## config.mk

```make
export PLATFORM = sky130hd
export DESIGN_NAME = pulse_power_meter_tick_core_flat
export DESIGN_NICKNAME = d
export VERILOG_FILES = /design/src/rtl/core/ppmt_pkg.sv /design/src/rtl/core/ppmt_if.sv /design/src/rtl/core/ppmt_cfg.sv /design/src/rtl/core/ppmt_ctrl.sv /design/src/rtl/core/ppmt_prod.sv /design/src/rtl/core/ppmt_scale.sv /design/src/rtl/core/pulse_power_meter_tick_core.sv /design/src/flat_wrapper.sv
export SDC_FILE = /design/constraint.sdc
export NUM_CORES = 2
export LEC_CHECK = 0
export BUFFER_PORTS_ARGS = -buffer_cell sky130_fd_sc_hd__buf_4
export CAP_MARGIN = 40
export CORE_MARGIN = 2
export CORE_UTILIZATION = 35
export DETAILED_ROUTE_END_ITERATION = 12
export PLACE_DENSITY = 0.56
export SKIP_LAST_GASP = 1
export SLEW_MARGIN = 20
export SYNTH_ARGS = -nofsm -noshare
export SYNTH_HDL_FRONTEND = slang
export SYNTH_HIERARCHICAL = 1
export SYNTH_SLANG_ARGS = --single-unit
```

## constraint.sdc

```tcl
create_clock -name i_clk -period 11.3 [get_ports i_clk]
set_input_delay 1.695 -clock i_clk [delete_from_list [all_inputs] [get_ports i_clk]]
set_output_delay 1.695 -clock i_clk [all_outputs]
set_load 0.05 [all_outputs]
```

## src/rtl/core/ppmt_pkg.sv

```systemverilog
`default_nettype none

package ppmt_pkg;

    // Configuration register map
    localparam int ADDR_W     = 3;
    localparam int APB_DATA_W = 32;
    localparam int INTERVAL_W = 7;
    localparam int LIMIT_W    = 16;

    localparam logic REG_UPLOAD_INTERVAL   = 1'b0;
    localparam logic REG_OVERCURRENT_LIMIT = 1'b1;

    localparam logic [INTERVAL_W-1:0] INTERVAL_RESET = 7'd10;
    localparam logic [LIMIT_W-1:0]    LIMIT_RESET    = 16'd6780;

    // Tick counter
    localparam int              TICK_W   = 8;
    localparam logic [TICK_W-1:0] TICK_MAX = 8'd255;

    // Result field widths
    localparam int POWER_W   = 30;
    localparam int ENERGY_W  = 20;
    localparam int CHANNEL_W = 23;
    localparam int BYTES_W   = 3;
    localparam int ALARM_W   = 3;

    // Alarm bit positions
    localparam int ALM_OVERCURRENT = 0;
    localparam int ALM_UNPLUGGED   = 1;
    localparam int ALM_POWER_LOSS  = 2;

    // Scale factors
    localparam int unsigned POWER_MUL   = 14601;
    localparam int unsigned ENERGY_DIV  = 1000;
    localparam int unsigned ENERGY_INT  = POWER_MUL / ENERGY_DIV;
    localparam int unsigned CURRENT_MUL = 118;
    localparam int unsigned VOLT_MUL    = 1317;
    localparam int unsigned VOLT_DIV    = 10000;

    // Reciprocals scaled by 2^RECIP_SHIFT, rounded down:
    //   ENERGY_RECIP = floor(0.601  * 2^32)  (fractional part of 14.601)
    //   VOLT_RECIP   = floor(0.1317 * 2^32)
    // The estimate is low by at most one for counts below 2^32.
    localparam int          RECIP_SHIFT  = 32;
    localparam logic [31:0] ENERGY_RECIP = 32'd2581275344;
    localparam logic [31:0] VOLT_RECIP   = 32'd565647192;

    localparam int VAL_W = 64;

    typedef struct packed {
        logic [INTERVAL_W-1:0] upload_interval;
        logic [LIMIT_W-1:0]    overcurrent_limit;
    } t_cfg;

    typedef struct packed {
        logic               is_volt;
        logic               select_level;
        logic               upload_now;
        logic [ALARM_W-1:0] alarm_flags;
        logic               relay_open;
    } t_tick_info;

    function automatic logic [BYTES_W-1:0] bytes_needed(input logic [VAL_W-1:0] v);
        logic [BYTES_W-1:0] n;
        if (v <= 64'hFF) begin
            n = 3'd1;
        end else if (v <= 64'hFFFF) begin
            n = 3'd2;
        end else if (v <= 64'hFF_FFFF) begin
            n = 3'd3;
        end else begin
            n = 3'd4;
        end
        return n;
    endfunction

endpackage

`default_nettype wire

```

## src/rtl/core/ppmt_if.sv

```systemverilog
`default_nettype none

interface ppmt_tick_if #(
    parameter int COUNT_BITS = 16
);
    logic                  valid;
    logic                  ready;
    logic [COUNT_BITS-1:0] power_pulses;
    logic [COUNT_BITS-1:0] channel_pulses;

    modport source (output valid, output power_pulses, output channel_pulses, input ready);
    modport sink   (input valid, input power_pulses, input channel_pulses, output ready);
endinterface

interface ppmt_result_if;
    import ppmt_pkg::*;

    logic                 valid;
    logic                 ready;
    logic [POWER_W-1:0]   power_scaled;
    logic [BYTES_W-1:0]   power_bytes;
    logic [ENERGY_W-1:0]  energy_scaled;
    logic [BYTES_W-1:0]   energy_bytes;
    logic                 channel_is_voltage;
    logic [CHANNEL_W-1:0] channel_scaled;
    logic [BYTES_W-1:0]   channel_bytes;
    logic                 select_level;
    logic                 upload_now;
    logic [ALARM_W-1:0]   alarm_flags;
    logic                 relay_open;

    modport source (
        output valid, input ready,
        output power_scaled, output power_bytes, output energy_scaled, output energy_bytes,
        output channel_is_voltage, output channel_scaled, output channel_bytes,
        output select_level, output upload_now, output alarm_flags, output relay_open
    );
    modport sink (
        input valid, output ready,
        input power_scaled, input power_bytes, input energy_scaled, input energy_bytes,
        input channel_is_voltage, input channel_scaled, input channel_bytes,
        input select_level, input upload_now, input alarm_flags, input relay_open
    );
endinterface

`default_nettype wire

```

## src/rtl/core/ppmt_cfg.sv

```systemverilog
`default_nettype none

module ppmt_cfg (
    input  wire logic                             i_clk,
    input  wire logic                             i_rst_n,
    input  wire logic                             psel,
    input  wire logic                             penable,
    input  wire logic                             pwrite,
    input  wire logic [ppmt_pkg::ADDR_W-1:0]      paddr,
    input  wire logic [ppmt_pkg::APB_DATA_W-1:0]  pwdata,
    output logic      [ppmt_pkg::APB_DATA_W-1:0]  prdata,
    output logic                                  pready,
    output ppmt_pkg::t_cfg                        o_cfg
);
    import ppmt_pkg::*;

    logic [INTERVAL_W-1:0] r_interval;
    logic [LIMIT_W-1:0]    r_limit;
    logic                  wr_en;
    logic                  reg_sel;

    assign pready  = 1'b1;
    assign wr_en   = psel & penable & pwrite & pready;
    assign reg_sel = paddr[ADDR_W-1];

    always_ff @(posedge i_clk) begin
        if (!i_rst_n) begin
            r_interval <= INTERVAL_RESET;
            r_limit    <= LIMIT_RESET;
        end else if (wr_en) begin
            case (reg_sel)
                REG_UPLOAD_INTERVAL:   r_interval <= pwdata[INTERVAL_W-1:0];
                REG_OVERCURRENT_LIMIT: r_limit    <= pwdata[LIMIT_W-1:0];
                default: ;
            endcase
        end
    end

    always_comb begin
        case (reg_sel)
            REG_UPLOAD_INTERVAL:   prdata = APB_DATA_W'(r_interval);
            REG_OVERCURRENT_LIMIT: prdata = APB_DATA_W'(r_limit);
            default:               prdata = '0;
        endcase
    end

    assign o_cfg.upload_interval   = r_interval;
    assign o_cfg.overcurrent_limit = r_limit;

endmodule

`default_nettype wire

```

## src/rtl/core/ppmt_ctrl.sv

```systemverilog
`default_nettype none

module ppmt_ctrl #(
    parameter int COUNT_BITS = 16
) (
    input  wire logic                  i_clk,
    input  wire logic                  i_rst_n,
    input  wire logic                  i_step,
    input  wire logic [COUNT_BITS-1:0] i_power_pulses,
    input  wire logic [COUNT_BITS-1:0] i_channel_pulses,
    input  ppmt_pkg::t_cfg             i_cfg,
    output ppmt_pkg::t_tick_info       o_info
);
    import ppmt_pkg::*;

    logic                  r_phase;
    logic [TICK_W-1:0]     r_tick;
    logic [COUNT_BITS-1:0] r_volt;

    logic                  n_phase;
    logic [TICK_W-1:0]     n_tick;
    logic [COUNT_BITS-1:0] n_volt;

    logic [TICK_W-1:0]     tick_inc;
    logic                  upload;
    logic [ALARM_W-1:0]    flags;

    always_comb begin
        tick_inc = (r_tick < TICK_MAX) ? r_tick + 1'b1 : r_tick;
        upload   = tick_inc >= TICK_W'(i_cfg.upload_interval);
        // A voltage tick stores its count before the alarm check sees it
        n_volt   = r_phase ? i_channel_pulses : r_volt;
        n_phase  = ~r_phase;
        n_tick   = upload ? '0 : tick_inc;

        flags = '0;
        if (upload) begin
            flags[ALM_OVERCURRENT] = 32'(i_power_pulses) > 32'(i_cfg.overcurrent_limit);
            flags[ALM_UNPLUGGED]   = i_power_pulses <= COUNT_BITS'(1);
            flags[ALM_POWER_LOSS]  = n_volt == '0;
        end

        o_info.is_volt      = r_phase;
        o_info.select_level = n_phase;
        o_info.upload_now   = upload;
        o_info.alarm_flags  = flags;
        o_info.relay_open   = flags[ALM_OVERCURRENT];
    end

    always_ff @(posedge i_clk) begin
        if (!i_rst_n) begin
            r_phase <= 1'b0;
            r_tick  <= '0;
            r_volt  <= '0;
        end else if (i_step) begin
            r_phase <= n_phase;
            r_tick  <= n_tick;
            r_volt  <= n_volt;
        end
    end

endmodule

`default_nettype wire

```

## src/rtl/core/ppmt_prod.sv

```systemverilog
`default_nettype none

module ppmt_prod #(
    parameter int COUNT_BITS = 16
) (
    input  wire logic                    i_is_volt,
    input  wire logic [COUNT_BITS-1:0]   i_power_pulses,
    input  wire logic [COUNT_BITS-1:0]   i_channel_pulses,
    output logic      [COUNT_BITS+13:0]  o_power_prod,
    output logic      [COUNT_BITS+4:0]   o_energy_est,
    output logic      [COUNT_BITS+10:0]  o_channel_prod,
    output logic      [COUNT_BITS-1:0]   o_volt_est
);
    import ppmt_pkg::*;

    localparam int PW_W   = COUNT_BITS + 14;
    localparam int EN_W   = COUNT_BITS + 5;
    localparam int CH_W   = COUNT_BITS + 11;
    localparam int PROD_W = COUNT_BITS + RECIP_SHIFT;

    logic [PROD_W-1:0] energy_frac;
    logic [PROD_W-1:0] volt_frac;

    assign o_power_prod = PW_W'(i_power_pulses) * PW_W'(POWER_MUL);

    // Split 14.601 into its integer part and a low-biased reciprocal for 0.601
    assign energy_frac  = PROD_W'(i_power_pulses) * PROD_W'(ENERGY_RECIP);
    assign o_energy_est = EN_W'(i_power_pulses) * EN_W'(ENERGY_INT)
                        + EN_W'(energy_frac[PROD_W-1:RECIP_SHIFT]);

    assign o_channel_prod = i_is_volt ? CH_W'(i_channel_pulses) * CH_W'(VOLT_MUL)
                                      : CH_W'(i_channel_pulses) * CH_W'(CURRENT_MUL);

    assign volt_frac  = PROD_W'(i_channel_pulses) * PROD_W'(VOLT_RECIP);
    assign o_volt_est = volt_frac[PROD_W-1:RECIP_SHIFT];

endmodule

`default_nettype wire

```

## src/rtl/core/ppmt_scale.sv

```systemverilog
`default_nettype none

module ppmt_scale #(
    parameter int COUNT_BITS = 16
) (
    input  wire logic                             i_is_volt,
    input  wire logic [COUNT_BITS+13:0]           i_power_prod,
    input  wire logic [COUNT_BITS+4:0]            i_energy_est,
    input  wire logic [COUNT_BITS+10:0]           i_channel_prod,
    input  wire logic [COUNT_BITS-1:0]            i_volt_est,
    output logic      [ppmt_pkg::POWER_W-1:0]     o_power_scaled,
    output logic      [ppmt_pkg::BYTES_W-1:0]     o_power_bytes,
    output logic      [ppmt_pkg::ENERGY_W-1:0]    o_energy_scaled,
    output logic      [ppmt_pkg::BYTES_W-1:0]     o_energy_bytes,
    output logic      [ppmt_pkg::CHANNEL_W-1:0]   o_channel_scaled,
    output logic      [ppmt_pkg::BYTES_W-1:0]     o_channel_bytes
);
    import ppmt_pkg::*;

    localparam int PW_W = COUNT_BITS + 14;
    localparam int EN_W = COUNT_BITS + 5;
    localparam int CH_W = COUNT_BITS + 11;

    logic [EN_W:0]         energy_inc;
    logic [PW_W:0]         energy_lim;
    logic [EN_W-1:0]       energy;
    logic [COUNT_BITS:0]   volt_inc;
    logic [CH_W:0]         volt_lim;
    logic [COUNT_BITS-1:0] volts;
    logic [CH_W-1:0]       channel;

    // Estimates are low by at most one: bump when the next multiple still fits
    assign energy_inc = {1'b0, i_energy_est} + 1'b1;
    assign energy_lim = (PW_W+1)'(energy_inc) * (PW_W+1)'(ENERGY_DIV);
    assign energy     = i_energy_est + EN_W'({1'b0, i_power_prod} >= energy_lim);

    assign volt_inc = {1'b0, i_volt_est} + 1'b1;
    assign volt_lim = (CH_W+1)'(volt_inc) * (CH_W+1)'(VOLT_DIV);
    assign volts    = i_volt_est + COUNT_BITS'({1'b0, i_channel_prod} >= volt_lim);
    assign channel  = i_is_volt ? CH_W'(volts) : i_channel_prod;

    assign o_power_scaled   = POWER_W'(i_power_prod);
    assign o_power_bytes    = bytes_needed(VAL_W'(i_power_prod));
    assign o_energy_scaled  = ENERGY_W'(energy);
    assign o_energy_bytes   = bytes_needed(VAL_W'(energy));
    assign o_channel_scaled = CHANNEL_W'(channel);
    assign o_channel_bytes  = bytes_needed(VAL_W'(channel));

endmodule

`default_nettype wire

```

## src/rtl/core/pulse_power_meter_tick_core.sv

```systemverilog
// Pulse power meter tick core.
// One transaction on i_tick carries the power pulse count and the shared
// current/voltage pulse count gathered over one one-second tick. Each input
// transaction yields exactly one result transaction on o_result: scaled power,
// energy and channel value with their byte counts, the channel phase, the
// sensor select level for the next tick, the upload request, the alarm flags
// and the relay-open order.
// Path: input register, product register (constant multiplies), result register
// (reciprocal corrections and byte counts); throughput is one transaction per
// cycle while o_result.ready stays high, through that three-register pipeline.
// Stalls: when o_result.ready stays low, the result register holds, then the
// stages behind it fill; i_tick.ready drops only once all three are occupied.
// Reset (i_rst_n low, synchronous) empties the pipeline, returns to the current
// phase, clears the tick counter and stored voltage count, and loads the
// register defaults (upload interval 10, overcurrent limit 6780).
// Configuration: APB writes at address 0 (upload interval) and 4 (overcurrent
// limit); write only while no transaction is in flight.
`default_nettype none

module pulse_power_meter_tick_core #(
    parameter int COUNT_BITS = 16
) (
    input  wire logic                             i_clk,
    input  wire logic                             i_rst_n,
    ppmt_tick_if.sink                             i_tick,
    ppmt_result_if.source                         o_result,
    input  wire logic                             psel,
    input  wire logic                             penable,
    input  wire logic                             pwrite,
    input  wire logic [ppmt_pkg::ADDR_W-1:0]      paddr,
    input  wire logic [ppmt_pkg::APB_DATA_W-1:0]  pwdata,
    output logic      [ppmt_pkg::APB_DATA_W-1:0]  prdata,
    output logic                                  pready
);
    import ppmt_pkg::*;

    localparam int PW_W = COUNT_BITS + 14;
    localparam int EN_W = COUNT_BITS + 5;
    localparam int CH_W = COUNT_BITS + 11;

    t_cfg       cfg;
    t_tick_info info;

    // Stage 0: input register
    logic                  r_v0;
    logic [COUNT_BITS-1:0] r_power0;
    logic [COUNT_BITS-1:0] r_channel0;

    // Stage 1: product register
    logic                  r_v1;
    t_tick_info            r_info1;
    logic [PW_W-1:0]       r_power_prod1;
    logic [EN_W-1:0]       r_energy_est1;
    logic [CH_W-1:0]       r_channel_prod1;
    logic [COUNT_BITS-1:0] r_volt_est1;

    // Stage 2: result register
    logic                 r_v2;
    t_tick_info           r_info2;
    logic [POWER_W-1:0]   r_power2;
    logic [BYTES_W-1:0]   r_power_bytes2;
    logic [ENERGY_W-1:0]  r_energy2;
    logic [BYTES_W-1:0]   r_energy_bytes2;
    logic [CHANNEL_W-1:0] r_channel2;
    logic [BYTES_W-1:0]   r_channel_bytes2;

    logic                  n_v0;
    logic                  n_v1;
    logic                  n_v2;

    logic [PW_W-1:0]       power_prod;
    logic [EN_W-1:0]       energy_est;
    logic [CH_W-1:0]       channel_prod;
    logic [COUNT_BITS-1:0] volt_est;

    logic [POWER_W-1:0]   power_scaled;
    logic [BYTES_W-1:0]   power_bytes;
    logic [ENERGY_W-1:0]  energy_scaled;
    logic [BYTES_W-1:0]   energy_bytes;
    logic [CHANNEL_W-1:0] channel_scaled;
    logic [BYTES_W-1:0]   channel_bytes;

    logic s2_free;
    logic s1_go;
    logic s1_free;
    logic s0_go;
    logic in_take;

    // Advance a stage whenever the one ahead is empty or emptying
    assign s2_free = ~r_v2 | o_result.ready;
    assign s1_go   = r_v1 & s2_free;
    assign s1_free = ~r_v1 | s2_free;
    assign s0_go   = r_v0 & s1_free;
    assign i_tick.ready = ~r_v0 | s1_free;
    assign in_take = i_tick.valid & i_tick.ready;

    assign n_v0 = in_take | (r_v0 & ~s0_go);
    assign n_v1 = s0_go | (r_v1 & ~s1_go);
    assign n_v2 = s1_go | (r_v2 & ~o_result.ready);

    ppmt_cfg u_cfg (
        .i_clk   (i_clk),
        .i_rst_n (i_rst_n),
        .psel    (psel),
        .penable (penable),
        .pwrite  (pwrite),
        .paddr   (paddr),
        .pwdata  (pwdata),
        .prdata  (prdata),
        .pready  (pready),
        .o_cfg   (cfg)
    );

    // Tick state advances as a transaction leaves stage 0, in arrival order
    ppmt_ctrl #(
        .COUNT_BITS (COUNT_BITS)
    ) u_ctrl (
        .i_clk            (i_clk),
        .i_rst_n          (i_rst_n),
        .i_step           (s0_go),
        .i_power_pulses   (r_power0),
        .i_channel_pulses (r_channel0),
        .i_cfg            (cfg),
        .o_info           (info)
    );

    ppmt_prod #(
        .COUNT_BITS (COUNT_BITS)
    ) u_prod (
        .i_is_volt        (info.is_volt),
        .i_power_pulses   (r_power0),
        .i_channel_pulses (r_channel0),
        .o_power_prod     (power_prod),
        .o_energy_est     (energy_est),
        .o_channel_prod   (channel_prod),
        .o_volt_est       (volt_est)
    );

    ppmt_scale #(
        .COUNT_BITS (COUNT_BITS)
    ) u_scale (
        .i_is_volt        (r_info1.is_volt),
        .i_power_prod     (r_power_prod1),
        .i_energy_est     (r_energy_est1),
        .i_channel_prod   (r_channel_prod1),
        .i_volt_est       (r_volt_est1),
        .o_power_scaled   (power_scaled),
        .o_power_bytes    (power_bytes),
        .o_energy_scaled  (energy_scaled),
        .o_energy_bytes   (energy_bytes),
        .o_channel_scaled (channel_scaled),
        .o_channel_bytes  (channel_bytes)
    );

    always_ff @(posedge i_clk) begin
        if (!i_rst_n) begin
            r_v0 <= 1'b0;
            r_v1 <= 1'b0;
            r_v2 <= 1'b0;
        end else begin
            r_v0 <= n_v0;
            r_v1 <= n_v1;
            r_v2 <= n_v2;
        end
    end

    // Payload: load on advance, hold otherwise
    always_ff @(posedge i_clk) begin
        if (in_take) begin
            r_power0   <= i_tick.power_pulses;
            r_channel0 <= i_tick.channel_pulses;
        end
        if (s0_go) begin
            r_info1         <= info;
            r_power_prod1   <= power_prod;
            r_energy_est1   <= energy_est;
            r_channel_prod1 <= channel_prod;
            r_volt_est1     <= volt_est;
        end
        if (s1_go) begin
            r_info2          <= r_info1;
            r_power2         <= power_scaled;
            r_power_bytes2   <= power_bytes;
            r_energy2        <= energy_scaled;
            r_energy_bytes2  <= energy_bytes;
            r_channel2       <= channel_scaled;
            r_channel_bytes2 <= channel_bytes;
        end
    end

    assign o_result.valid              = r_v2;
    assign o_result.power_scaled       = r_power2;
    assign o_result.power_bytes        = r_power_bytes2;
    assign o_result.energy_scaled      = r_energy2;
    assign o_result.energy_bytes       = r_energy_bytes2;
    assign o_result.channel_is_voltage = r_info2.is_volt;
    assign o_result.channel_scaled     = r_channel2;
    assign o_result.channel_bytes      = r_channel_bytes2;
    assign o_result.select_level       = r_info2.select_level;
    assign o_result.upload_now         = r_info2.upload_now;
    assign o_result.alarm_flags        = r_info2.alarm_flags;
    assign o_result.relay_open         = r_info2.relay_open;

endmodule

`default_nettype wire
```

## src/flat_wrapper.sv

```systemverilog
// flat-port wrapper written by rule: the top's interface ports become plain ports
module pulse_power_meter_tick_core_flat import ppmt_pkg::*;
#(
    parameter int COUNT_BITS = 16
)
  (i_clk, i_rst_n, psel, penable, pwrite, paddr, pwdata, prdata, pready, i_tick_valid, i_tick_power_pulses, i_tick_channel_pulses, i_tick_ready, o_result_valid, o_result_ready, o_result_power_scaled, o_result_power_bytes, o_result_energy_scaled, o_result_energy_bytes, o_result_channel_is_voltage, o_result_channel_scaled, o_result_channel_bytes, o_result_select_level, o_result_upload_now, o_result_alarm_flags, o_result_relay_open);
  ppmt_tick_if #(.COUNT_BITS(COUNT_BITS)) i_tick_i ();
  ppmt_result_if o_result_i ();
  input  wire logic i_clk;
  input  wire logic i_rst_n;
  input  wire logic psel;
  input  wire logic penable;
  input  wire logic pwrite;
  input  wire logic [ppmt_pkg::ADDR_W-1:0] paddr;
  input  wire logic [ppmt_pkg::APB_DATA_W-1:0] pwdata;
  output logic      [ppmt_pkg::APB_DATA_W-1:0] prdata;
  output logic pready;
  input wire logic [$bits(i_tick_i.valid)-1:0] i_tick_valid;
  input wire logic [$bits(i_tick_i.power_pulses)-1:0] i_tick_power_pulses;
  input wire logic [$bits(i_tick_i.channel_pulses)-1:0] i_tick_channel_pulses;
  output wire logic [$bits(i_tick_i.ready)-1:0] i_tick_ready;
  output wire logic [$bits(o_result_i.valid)-1:0] o_result_valid;
  input wire logic [$bits(o_result_i.ready)-1:0] o_result_ready;
  output wire logic [$bits(o_result_i.power_scaled)-1:0] o_result_power_scaled;
  output wire logic [$bits(o_result_i.power_bytes)-1:0] o_result_power_bytes;
  output wire logic [$bits(o_result_i.energy_scaled)-1:0] o_result_energy_scaled;
  output wire logic [$bits(o_result_i.energy_bytes)-1:0] o_result_energy_bytes;
  output wire logic [$bits(o_result_i.channel_is_voltage)-1:0] o_result_channel_is_voltage;
  output wire logic [$bits(o_result_i.channel_scaled)-1:0] o_result_channel_scaled;
  output wire logic [$bits(o_result_i.channel_bytes)-1:0] o_result_channel_bytes;
  output wire logic [$bits(o_result_i.select_level)-1:0] o_result_select_level;
  output wire logic [$bits(o_result_i.upload_now)-1:0] o_result_upload_now;
  output wire logic [$bits(o_result_i.alarm_flags)-1:0] o_result_alarm_flags;
  output wire logic [$bits(o_result_i.relay_open)-1:0] o_result_relay_open;
  assign i_tick_i.valid = i_tick_valid;
  assign i_tick_i.power_pulses = i_tick_power_pulses;
  assign i_tick_i.channel_pulses = i_tick_channel_pulses;
  assign i_tick_ready = i_tick_i.ready;
  assign o_result_valid = o_result_i.valid;
  assign o_result_i.ready = o_result_ready;
  assign o_result_power_scaled = o_result_i.power_scaled;
  assign o_result_power_bytes = o_result_i.power_bytes;
  assign o_result_energy_scaled = o_result_i.energy_scaled;
  assign o_result_energy_bytes = o_result_i.energy_bytes;
  assign o_result_channel_is_voltage = o_result_i.channel_is_voltage;
  assign o_result_channel_scaled = o_result_i.channel_scaled;
  assign o_result_channel_bytes = o_result_i.channel_bytes;
  assign o_result_select_level = o_result_i.select_level;
  assign o_result_upload_now = o_result_i.upload_now;
  assign o_result_alarm_flags = o_result_i.alarm_flags;
  assign o_result_relay_open = o_result_i.relay_open;
  pulse_power_meter_tick_core #(.COUNT_BITS(COUNT_BITS)) u_core (.i_clk(i_clk), .i_rst_n(i_rst_n), .i_tick(i_tick_i), .o_result(o_result_i), .psel(psel), .penable(penable), .pwrite(pwrite), .paddr(paddr), .pwdata(pwdata), .prdata(prdata), .pready(pready));
endmodule
```

Word level (Yosys, flattened, before mapping)
Index checks and enable logic that the tools add are counted.

word-level totals
  logic and storage cells = 99
  register bits = 270

cells by class
  bitwise gates (word level) = 22
  reductions and logical operators = 5
  order comparisons = 14
  multiply operators = 8
  $add $sub $neg = 6
  mux-type cells = 11

operators by type and width
  kind                    number
  $pmux 32 s2             1
  $mul 16x28->44 const B  1
  $mul 16x27->43 const B  1
  $ge 30x31->1            1
  $le 30x16->1 const B    1
  $le 30x24->1 const B    1
  $le 30x8->1 const B     1
  $mul 16x14->30 const B  1
  $ge 27x28->1            1
  $mul 22x7->28 const B   1
  $le 27x16->1 const B    1
  $le 27x24->1 const B    1
  $le 27x8->1 const B     1
  $mul 16x11->27 const B  1
  $mux 27                 1
  $mul 15x10->24 const B  1
  $mux 23                 1
  $add 21x1->22 const B   1
  $mul 16x6->22 const B   1
  $add 20x16->21          1
  $add 21x1->21           1
  $le 21x16->1 const B    1
  $le 21x8->1 const B     1
  $mul 16x3->19 const B   1
  18 further kinds        42

Logic depth before layout (Yosys ltp)
  depth after elaboration = 8
  gate-level depth with buffers = 41
  mapped depth without buffers = 39

Modules after synthesis
Netlist, hierarchy kept.

by module, submodules not included
  module                       times used  cells each  area each (µm²)
  ppmt_prod                    1           2337        22476.6
  ppmt_scale                   1           1117        9106.2
  pulse_power_meter_tick_core  1           235         6794.0
  ppmt_ctrl                    1           233         1863.0
  ppmt_cfg                     1           138         1287.5

Worst setup path after synthesis
Ideal clock, no wire load.

  path type = reg2reg
  start point = register u_core.r_energy_est1[5]
  end point = register u_core.r_energy_bytes2[1], in the netlist u_core/o_result.energy_bytes[1], data pin
  stages on the path, launching flop included = 37
  path buffers = 1
  library setup time = 0.259 ns
  clock period less this slack = 8.377 ns
  arrival = 8.117 ns
  slack = 2.923 ns
  cell sequence = edfxtp_1 buf_2 nand2_1 or3_1 nor2_1 and3_1 xor2_1 inv_1 fa_1 fa_1 fa_1 fa_1 inv_1 ha_1 a21o_1 a21o_1 a311oi_1 o211ai_1 a31oi_1 nor2_1 xnor2_1 ha_1 and3_1 nand3_1 a2111oi_0 o221ai_1 a21oi_1 o21ai_0 mux2i_1 ha_1 ha_1 nand4_1 nor2_1 xor2_1 or4_1 nor3_1 nand2b_1

on the way
  longest elaborated chain between the ends = 5

RTL lines
  item                                line                                source
  start, declared                     pulse_power_meter_tick_core.sv:53   logic [EN_W-1:0] r_energy_est1;
  start signal, assigned              pulse_power_meter_tick_core.sv:176  r_energy_est1 <= energy_est;
  $add 21x1->22                       ppmt_scale.sv:33                    assign energy_inc = {1'b0, i_energy_est} + 1'b1;
  $mul 22x7->28                       ppmt_scale.sv:34                    assign energy_lim = (PW_W+1)'(energy_inc) * (PW_W+1)'(ENERGY_DIV);
  $ge 30x31->1                        ppmt_scale.sv:35                    assign energy = i_energy_est + EN_W'({1'b0, i_power_prod} >= energy_lim);
  $add 21x1->21 *                     ppmt_scale.sv:35
  named net u_core.energy_scaled[14]  pulse_power_meter_tick_core.sv:78   logic [ENERGY_W-1:0] energy_scaled;
  $le 21x8->1 *                       ppmt_pkg.sv:66                      if (v <= 64'hFF) begin
  end signal, assigned                pulse_power_meter_tick_core.sv:185  r_energy_bytes2 <= energy_bytes;
  end, declared                       pulse_power_meter_tick_core.sv:63   logic [BYTES_W-1:0] r_energy_bytes2;

The timed path passes the listed nets; every way through them passes the cells marked *.
A chain may end at the register's enable or synchronous reset.

Worst setup path in the final report
  start point = register u_core.r_energy_est1[2]
  end point = register u_core.r_energy_bytes2[1], in the netlist u_core/o_result.energy_bytes[1], data pin

The elaborated chain is that of the path after synthesis.

==> out/qor.txt <==
Status - finished, final reports clean
Fmax achieved - 102 MHz
WP data required - 11.62 ns
CTS tree - yes
Post-CTS setup buffers - 0
First-pass iteration count of the detailed router - 5
Type of origin of the critical path - flip-flop
Pin count of the biggest net entering global routing - 74
Cts hold-fix bufs - 0
Type of the worst setup path - reg2reg
Most frequent cells in the layout - inv_1 (805), ha_1 (779), fa_1 (511)
Hold worst-path end - u_core/o_result.relay_open
Hold path depth - 0
Max Slew Vio Count - 0
Register area share after synthesis - 0.185
Clock buffer depth - 3
Post-cts resize count - 0
Commonest non-fill, non-tap cell in the layout - inv_1
Most common flop cell mapped by yosys - edfxtp_1
Sink Count - 273
Post-Layout Cell Count - 5779
Worst reg2reg path endpoint - u_core/o_result.energy_bytes[1]
Initial drt markers - 1476
Fillers - 11700
Mapped Cells - 4060
Nets - 5581
Vias per inst - 4.94
Vias - 28600
Relative slew slack - 0.444
Rows - 126
Area Overhead vs Synth - 9.86%
Core area - 118000 µm²
Vias in the first global route - 29200
RSZ-0062 raised after global routing - no
Share of layout cells above drive strength 1 - 0.0764
Synth cell types - 89
Initial antenna violation count - 5
R2R setup slack - 1.45 ns
Global route overflow - 0
R2r startpoint - u_core/r_energy_est1[2]
Final WL - 104000 µm
Hold_sp - u_core/r_info1[0]
Layout Utilization - 0.387
Mapped Area - 41500 µm²
Crit share post-route - 0.872
Clk Tree Root Cell - clkbuf_16
CP max stage cell - edfxtp_1
Simple-Gate Fraction of Synth Area - 0.0846
Diode count - 0
Crit path time final - 9.85 ns
Setup TNS Final - 0 ns
WP data arrival - 10.17 ns
First-pass GRT wire length - 165000 µm
Chip height - 348 µm
Antenna-violating nets left - 0
Tightest Pin Transition - 0.833 ns
Worst Path Max Fanout - 8
Fin. Hold Viols - 0
Die footprint - 121000 µm²
Synth Area in XOR/XNOR - 0.0506
Routed wire per std cell - 18.0 µm
Number of max-cap violations - 0
TritonCTS buffer count - 36
Yosys warnings - 6
Multiplexer area fraction after synthesis - 0.0113
Drc violations - 0
Top-Level Pins - 198
Max stage delay on crit path - 0.51 ns
Post-Route Skew - 0.0312 ns
Initial Util - 0.352
Placed cell count - 5710
R2R depth - 37
Adder-Cell Fraction of Synth Area - 0.481
DIE WIDTH - 348 µm
Compound-gate portion of the synthesized area - 0.0975
Final Hold Slack - 0.422 ns
Worst min path class - reg2reg
Worst skew pair latency - 0.58 ns
CTS clk-pin slew, worst paths - 0.06 ns
I/O Buffers - 162
Crit end category - flip-flop
Async SR Flop Fraction - 0
Total Routing Usage GR - 0.174
Avg Cell Area, Syn - 10.2 µm²
Gpl congestion - 0.902
Cell mode on critical path - ha_1
Post-DP HPWL - 87700 µm
Main combinational cell family by area after synthesis - adder cells
Setup violations, final - 0
EDFF count, synth - 222
H-Tree Depth - 2
Seq cells post-synth - 273
-- synthesized netlist by cell type, types with 43 or more instances --
cell type,instances,area share
a21o_1,101,0.018
a21oi_1,180,0.022
buf_4,60,0.011
dfxtp_1,51,0.025
edfxtp_1,222,0.16
fa_1,511,0.25
ha_1,779,0.23
inv_1,805,0.073
nand2_1,148,0.013
nand3_1,71,0.0086
nor2_1,159,0.014
nor2b_1,63,0.0095
nor3_1,43,0.0052
o21ai_0,77,0.0093
xnor2_1,125,0.026
xor2_1,113,0.024
-- logic make-up (layout without fill, tap and decap cells) --
logic type                 after synthesis  in the layout
adders and majority gates             1290           1290
buffers and inverters                  909           1076
and+or+nand+nor                        685            685
AOI/OAI and AO/OA                      615            615
DFF                                    273            273
xor gates and xnor gates               239            239
muxes                                   45             45
other                                    4             20
-- final cells by class --
type / count / area (µm²) / area share
inverters: 805 / 3020 / 0.0662
well taps: 1536 / 1920 / 0.0421
repair buffers: 207 / 1590 / 0.0349
multi-input cells: 2894 / 30200 / 0.662
clock buffers: 41 / 962 / 0.0211
flip-flops and latches: 273 / 7690 / 0.168
clock inverters: 23 / 231 / 0.00507
-- state kept, by name (all words and copies together), names as in the netlist, 20 cells and up --
name                            count
u_core/o_result.power_scaled       30
u_core/r_power_prod1               30
u_core/r_channel_prod1             27
u_core/o_result.channel_scaled     23
u_core/r_energy_est1               21
u_core/o_result.energy_scaled      20
-- per-stage QoR --
stage | setup slack [ns] | area [µm²]
final | 1.45 | 45600
after global routing | 0.490 | 45600
after CTS | 1.30 | 45600
after detailed placement | 1.36 | 44400
after global placement | 1.41 | 44300
after floorplan | 2.92 | 41600
-- critical path, delay by kind of cell, from the launching register on --
| family | cells | cell delay [ns] |
|---|---|---|
| adders and majority gates | 8 | 2.90 |
| and+or+nand+nor | 12 | 2.63 |
| AOI/OAI and AO/OA | 9 | 1.91 |
| xor gates and xnor gates | 4 | 1.03 |
| DFF | 1 | 0.51 |
| buffers and inverters | 3 | 0.37 |
| muxes | 1 | 0.22 |
-- per-layer routing --
metal,track usage,up-vias,part of all wire
li1,-,13900,-
met5,0,-,0.00019
met3,0.0370,105,0.059
met1,0.249,14000,0.48
met2,0.269,572,0.44
met4,0.0376,4,0.019
-- worst max-delay path by stage --
stage / slack, ns / end / from / cells past startpoint
floorplan: 2.92 / u_core/o_result.energy_bytes[1] / u_core/r_energy_est1[5] / 36
global placement: 1.41 / u_core/o_result.energy_bytes[1] / u_core/r_energy_est1[2] / 37
detailed placement: 1.36 / u_core/o_result.energy_bytes[1] / u_core/r_energy_est1[2] / 37
CTS: 1.30 / u_core/o_result.energy_bytes[1] / u_core/r_energy_est1[2] / 37
global route: 0.49 / u_core/o_result.energy_bytes[1] / u_core/r_energy_est1[2] / 37
finish: 1.45 / u_core/o_result.energy_bytes[1] / u_core/r_energy_est1[2] / 37
Power is left out: the tool's default activity adds up to more than one toggle a clock period on the data nets, which glitch-free logic cannot reach.
